`src/rtl/core/lms_adaptive_echo_canceller_assert.svh`:
```
// Assertion macros used by the echo canceller sequencer.
`ifndef LMS_ADAPTIVE_ECHO_CANCELLER_ASSERT_SVH
`define LMS_ADAPTIVE_ECHO_CANCELLER_ASSERT_SVH

`ifndef SYNTHESIS
// Checked while out of reset.
`define LMSAEC_ASSERT(label, prop) \
  label: assert property (@(posedge clk) disable iff (!rst_n) prop) \
    else $error("lmsaec assertion failed");
// Checked on every edge, reset included.
`define LMSAEC_ASSERT_ALWAYS(label, prop) \
  label: assert property (@(posedge clk) prop) \
    else $error("lmsaec reset assertion failed");
`else
`define LMSAEC_ASSERT(label, prop)
`define LMSAEC_ASSERT_ALWAYS(label, prop)
`endif

`endif

```
`src/rtl/core/lmsaec_pkg.sv`:
```
`default_nettype none

package lmsaec_pkg;

  // Filter length and derived widths
  localparam int TAP_COUNT = 32;
  localparam int TAP_IDX_W = (TAP_COUNT > 1) ? $clog2(TAP_COUNT) : 1;
  // Sum of TAP_COUNT saturated Q31 products
  localparam int ACC_W     = 32 + TAP_IDX_W;

  // Q31 constants
  localparam logic [30:0] STEP_RESET = 31'h0A3D70A4;
  localparam logic [62:0] Q31_HALF   = 63'd1073741824;
  localparam logic [31:0] Q31_MAX    = 32'h7FFF_FFFF;
  localparam logic [31:0] Q31_MIN    = 32'h8000_0000;

  // What the shared multiplier is working on
  typedef enum logic [1:0] {
    MODE_FILT,
    MODE_GAIN,
    MODE_UPD
  } mac_mode_t;

  // Sequencer states
  typedef enum logic [3:0] {
    S_IDLE,
    S_FILT,
    S_FDRAIN,
    S_EST,
    S_ERR,
    S_GMUL,
    S_GWAIT,
    S_UPD,
    S_UDRAIN,
    S_OUT
  } ctrl_state_t;

  // Controller to datapath
  typedef struct packed {
    logic      load_in;
    logic      issue;
    mac_mode_t mode;
    logic      est_ld;
    logic      err_ld;
    logic      out_ld;
  } dp_cmd_t;

  // Datapath to controller
  typedef struct packed {
    logic busy;
  } dp_sts_t;

endpackage

`default_nettype wire

```
`src/rtl/core/lmsaec_ctrl.sv`:
```
`default_nettype none

`include "lms_adaptive_echo_canceller_assert.svh"

module lmsaec_ctrl (
  input  wire                 clk,
  input  wire                 rst_n,
  input  wire                 in_valid,
  output logic                in_ready,
  output logic                out_valid,
  input  wire                 out_ready,
  output lmsaec_pkg::dp_cmd_t cmd,
  input  wire lmsaec_pkg::dp_sts_t sts
);

  localparam int CW = lmsaec_pkg::TAP_IDX_W;

  lmsaec_pkg::ctrl_state_t state_r, state_nxt;
  logic [CW-1:0]           cnt_r, cnt_nxt;
  logic                    out_valid_r, out_valid_nxt;
  logic                    last_tap;

  assign last_tap  = (cnt_r == CW'(lmsaec_pkg::TAP_COUNT - 1));
  assign in_ready  = (state_r == lmsaec_pkg::S_IDLE);
  assign out_valid = out_valid_r;

  // State register
  always_ff @(posedge clk) begin
    if (!rst_n) begin
      state_r     <= lmsaec_pkg::S_IDLE;
      cnt_r       <= '0;
      out_valid_r <= 1'b0;
    end else begin
      state_r     <= state_nxt;
      cnt_r       <= cnt_nxt;
      out_valid_r <= out_valid_nxt;
    end
  end

  // Next state and commands
  always_comb begin
    state_nxt = state_r;
    cnt_nxt   = cnt_r;
    cmd       = '0;
    cmd.mode  = lmsaec_pkg::MODE_FILT;

    unique case (state_r)
      lmsaec_pkg::S_IDLE: begin
        if (in_valid) begin
          cmd.load_in = 1'b1;
          cnt_nxt     = '0;
          state_nxt   = lmsaec_pkg::S_FILT;
        end
      end
      lmsaec_pkg::S_FILT: begin
        cmd.issue = 1'b1;
        cmd.mode  = lmsaec_pkg::MODE_FILT;
        cnt_nxt   = cnt_r + CW'(1);
        if (last_tap) state_nxt = lmsaec_pkg::S_FDRAIN;
      end
      lmsaec_pkg::S_FDRAIN: begin
        if (!sts.busy) state_nxt = lmsaec_pkg::S_EST;
      end
      lmsaec_pkg::S_EST: begin
        cmd.est_ld = 1'b1;
        state_nxt  = lmsaec_pkg::S_ERR;
      end
      lmsaec_pkg::S_ERR: begin
        cmd.err_ld = 1'b1;
        state_nxt  = lmsaec_pkg::S_GMUL;
      end
      lmsaec_pkg::S_GMUL: begin
        cmd.issue = 1'b1;
        cmd.mode  = lmsaec_pkg::MODE_GAIN;
        state_nxt = lmsaec_pkg::S_GWAIT;
      end
      lmsaec_pkg::S_GWAIT: begin
        if (!sts.busy) begin
          cnt_nxt   = '0;
          state_nxt = lmsaec_pkg::S_UPD;
        end
      end
      lmsaec_pkg::S_UPD: begin
        cmd.issue = 1'b1;
        cmd.mode  = lmsaec_pkg::MODE_UPD;
        cnt_nxt   = cnt_r + CW'(1);
        if (last_tap) state_nxt = lmsaec_pkg::S_UDRAIN;
      end
      lmsaec_pkg::S_UDRAIN: begin
        if (!sts.busy) state_nxt = lmsaec_pkg::S_OUT;
      end
      lmsaec_pkg::S_OUT: begin
        if (!out_valid_r || out_ready) begin
          cmd.out_ld = 1'b1;
          state_nxt  = lmsaec_pkg::S_IDLE;
        end
      end
      default: state_nxt = lmsaec_pkg::S_IDLE;
    endcase

    // output register valid
    if (cmd.out_ld) begin
      out_valid_nxt = 1'b1;
    end else if (out_ready) begin
      out_valid_nxt = 1'b0;
    end else begin
      out_valid_nxt = out_valid_r;
    end
  end

  `LMSAEC_ASSERT_ALWAYS(a_rst_idle,
    !rst_n |=> (state_r == lmsaec_pkg::S_IDLE && !out_valid_r))
  `LMSAEC_ASSERT(a_accept_starts,
    (in_valid && in_ready) |=> (state_r == lmsaec_pkg::S_FILT && cnt_r == '0))
  `LMSAEC_ASSERT(a_issue_state,
    cmd.issue |-> (state_r == lmsaec_pkg::S_FILT || state_r == lmsaec_pkg::S_GMUL ||
                   state_r == lmsaec_pkg::S_UPD))
  `LMSAEC_ASSERT(a_est_drained, (state_r == lmsaec_pkg::S_EST) |-> !sts.busy)
  `LMSAEC_ASSERT(a_out_no_overwrite, cmd.out_ld |-> (!out_valid_r || out_ready))

endmodule

`default_nettype wire

```
`config.mk`:
```
export PLATFORM = sky130hd
export DESIGN_NAME = lmsaec_ctrl
export DESIGN_NICKNAME = d
export VERILOG_FILES = /design/src/rtl/core/lmsaec_pkg.sv /design/src/rtl/core/lmsaec_ctrl.sv
export VERILOG_INCLUDE_DIRS = /design/src /design/src/rtl/core
export SDC_FILE = /design/constraint.sdc
export NUM_CORES = 1
export LEC_CHECK = 0
export BUFFER_PORTS_ARGS = -buffer_cell sky130_fd_sc_hd__buf_2
export CELL_PAD_IN_SITES_DETAIL_PLACEMENT = 0
export CELL_PAD_IN_SITES_GLOBAL_PLACEMENT = 1
export CORE_ASPECT_RATIO = 1.25
export CORE_MARGIN = 5
export CORE_UTILIZATION = 41
export DETAILED_ROUTE_END_ITERATION = 7
export PLACE_DENSITY = 0.83
export SLEW_MARGIN = 15
export SYNTH_ARGS = -nofsm -noshare
export SYNTH_HDL_FRONTEND = slang
export SYNTH_SLANG_ARGS = --single-unit
```
`constraint.sdc`:
```
create_clock -name clk -period 3.8 [get_ports clk]
set_input_delay 0.76 -clock clk [delete_from_list [all_inputs] [get_ports clk]]
set_output_delay 0.76 -clock clk [all_outputs]
set_load 0.1 [all_outputs]
```
# --- Word level (Yosys, flattened, before mapping) ---
# Cells that the tools add are included.
classes:
  mux: 20
  n_reduce_logical: 8
  eq_ne: 17
  addsub: 1
op_table:
  columns: ["cell", "count"]
  rows:
  - ["$pmux 4 s10", 1]
  - ["$mux 4", 7]
  - ["$eq 4x3->1 const B", 4]
  - ["$pmux 5 s3", 1]
  - ["$ne 2x2->1 const B", 7]
  - ["$mux 5", 2]
  - ["$pmux 3 s3", 1]
  - ["$eq 4x2->1 const B", 2]
  - ["$eq 4x4->1 const B", 2]
  - ["$mux 1", 8]
  - ["$reduce_and 7->1", 1]
  - ["$add 5x1->5 const B", 1]
  - ["$eq 5x5->1 const B", 1]
  - ["$eq 4x1->1 const B", 1]
  - ["$logic_not 4->1", 1]
  - ["$reduce_and 3->1", 1]
  - ["$reduce_bool 3->1", 1]
  - ["$reduce_bool 2->1", 1]
  - ["$reduce_or 2->1", 1]
  - ["$logic_not 1->1", 1]
  - ["$logic_or 1x1->1", 1]
totals:
  wordCells: 49
  in_bits: 5
  output_inout_bits: 9
  register_bits: 10

# --- Longest topological paths before layout ---
logic_depth:
  word_depth: 5
  ltp_mapped: 7
  depth_no_buf: 7

# --- Worst setup path after synthesis ---
# Ideal clock, no wire load.
synth_path:
  path_type: "flip-flop to output port"
  start: "register state_r[1]"
  end: "output cmd[6] (netlist name)"
  stages_incl_launch_ff: 5
  n_path_buf: 2
  arrival_time_ps: 4585
  slack_ps: -1545
  t_required_ps: 3040
  path_cell_list: "dfxtp_1 buf_2 buf_2 nor4_1 and2_1"
synth_lines:
  columns: ["item", "line", "source"]
  rows:
  - ["from (decl)", "lmsaec_ctrl.sv:18", "lmsaec_pkg::ctrl_state_t state_r, state_nxt;"]
  - ["from (signal assigned)", "lmsaec_ctrl.sv:30", "state_r <= lmsaec_pkg::S_IDLE;"]
  - ["from (signal assigned)", "lmsaec_ctrl.sv:34", "state_r <= state_nxt;"]
  - ["to (decl)", "lmsaec_ctrl.sv:12", "output lmsaec_pkg::dp_cmd_t cmd,"]

==> results.cfg <==
[status]
status = completed

[detailed_routing]
first_iter_violations = 12
wl_per_cell_um = 14.2
via_per_inst = 5.97
ant_nets = 0
firstDrtPassIters = 4
vias = 669
wirelength_mm = 1.59
drc = 0

[timing]
finalCritPeriodShare_pct = 71.5
slew_viol_final = 0
tns_ns = 0
tightest_slew_ns = 0.686
hold_violations = 0
fin_crit_ns = 2.72
max_freq_ghz = 0.368
relSlewSlack_pct = 54.2
hold_ws_ns = 0.440
finClkSkew_ns = 0.00303
setup_viol = 0
rsz0062_at_grt = false

[logic_synthesis]
synth-edff-count = 0
ys_seq_area_share_pct = 28.8
syn_nets = 91
syn-instance-count = 84
yosysTopAreaCellShare_pct = 28.8
async_flop_share_pct = 0
syn_avg_cell_area_um2 = 8.28
synthTopCellsByArea = dfxtp_1 29%, mux2i_1 5.8%, a21oi_1 5.0%
synth_area_um2 = 696
synth_area_leader_cell = dfxtp_1
synthDistinctLibCells = 36
synth_commonest_cells = 10 x dfxtp_1, 8 x nand2_1, 7 x a21oi_1, 6 x o21ai_0
synth-seq-cells = 10
synthFlopType = dfxtp_1
synth.most_common_cell = dfxtp_1
yosys_warnings = 0

[final_layout]
stdcell_count = 112
regArea_um2 = 200
fillers = 167
multi_input_area_um2 = 472
n_antenna_cell = 0
nets = 102
design_area_um2 = 803
drive_above_1_share_pct = 22.3
area_delta_synth_final_pct = 15.5

[die]
die_area_mm2 = 0.00263
num_rows = 16
chipHeight_um = 56.1
fp.coreArea_mm2 = 0.00158
start_util_pct = 44.0
num_io_pins = 14
die-width_um = 46.8

[setup_path]
crit_path_cell_trace = nand2b_1, nor3b_1, buf_2
worst_path_max_delay_cell = dfxtp_1
crit_type = reg2out
slowest_delay_ns = 0.71
rrSetupSlack_ns = 1.72
cp_top_family = flip-flops
critPathMaxFanout = 17
arrival_ns = 1.96
crit_buf_inv = 1
required_ns = 3.04
cp-end-kind = primary output
cp-start-kind = flip-flop

[placed_design]
place_inst = 108
io_buffers = 13
gp_congestion = 0.702
placed_area_um2 = 767
dp_hpwl_mm = 1.11

[clocking]
cts_max_path_buffers = 2
cts_buffers = 3
clk_latency_ns = 0.28
clock-sinks = 10
hold_buffers = 0
path_clk_slew_ns = 0.07
cts_tree = done
root_buffer = clkbuf_4
cts_setup_buffers = 0
cts_resized = 0
cts_max_level = 1

[global_route]
grt.total_usage_pct = 13.8
grt_pass1_vias = 591
grt_pass1_wl_mm = 2.62
grt_max_degree = 21
antenna_found_initial = 0
grt-ovfl-total = 0

[power]
fin_total_pwr_uw = 644
power_density_mw_per_mm2 = 801
p_leak_nw = 0.315
max-vdd-ir-drop_mv = 0.576

[hold_path]
holdCritPathClass = reg2reg

[run]
drv_cap = 0
==> report_power, final <==
| group | switching, mW | total [mW] | internal [mW] |
|---|---|---|---|
| logic | 0.251 | 0.360 | 0.109 |
| registers | 0.0617 | 0.183 | 0.121 |
| clock network | 0.0427 | 0.101 | 0.0583 |
==> sequential cells by signal, summed over array words and instances, names as in the netlist <==
register	count
state_r	4
out_valid	1
cnt_r	5
==> through the flow <==
stage	worst slack, ns	utilization, %
finish	1.08	50.8
global route	0.920	50.8
CTS	1.06	50.8
detailed placement	1.38	48.5
global placement	1.36	48.5
floorplan	-0.285	-
==> kinds of logic (layout without fill, tap and decap cells) <==
family	after synthesis	after routing	share of synthesized area [%]
AO/OA/AOI/OAI	21	21	21.0
XOR/XNOR	3	3	3.78
adder cells (fa/ha/maj)	2	2	3.60
buffers and inverters	9	19	6.12
flip-flops	10	10	28.8
multiplexers	4	4	5.76
AND/OR/NAND/NOR	35	35	30.9
==> worst paths after layout <==
path         depth (start not counted)  startpoint          to
min                                  1    cnt_r[3]    cnt_r[3]
min reg2reg                          1    cnt_r[3]    cnt_r[3]
max reg2reg                          7    cnt_r[0]  state_r[3]
max                                  3  state_r[0]      cmd[2]
==> routing by layer <==
| metal | track usage, % | up-vias | wire [um] |
|---|---|---|---|
| li1 | - | 332 | - |
| met1 | 16.7 | 321 | 676 |
| met2 | 20.6 | 12 | 821 |
| met3 | 3.88 | 4 | 59 |
| met4 | 8.30 | 0 | 29 |
| met5 | 0 | - | 0 |
==> cell type report <==
type	count	share of cell area [%]
sequential	10	24.9
clock buffer	4	4.52
tap	18	2.80
inverter	2	0.935
multi-input combinational	65	58.7
timing repair buffer	13	8.10
==> placed cells by master (no fill, tap or decap), drive strengths merged, types with 2 or more instances in the layout <==
cell type,instances
a21oi,7
buf,13
clkbuf,4
dfxtp,10
ha,2
inv,2
mux2i,4
nand2,8
nand2b,2
nand3b,2
nand4b,2
nor2,2
nor3,3
nor4,2
nor4b,3
o21ai,6
or3,3
xnor2,2
Power figures use the tool's default switching activity.
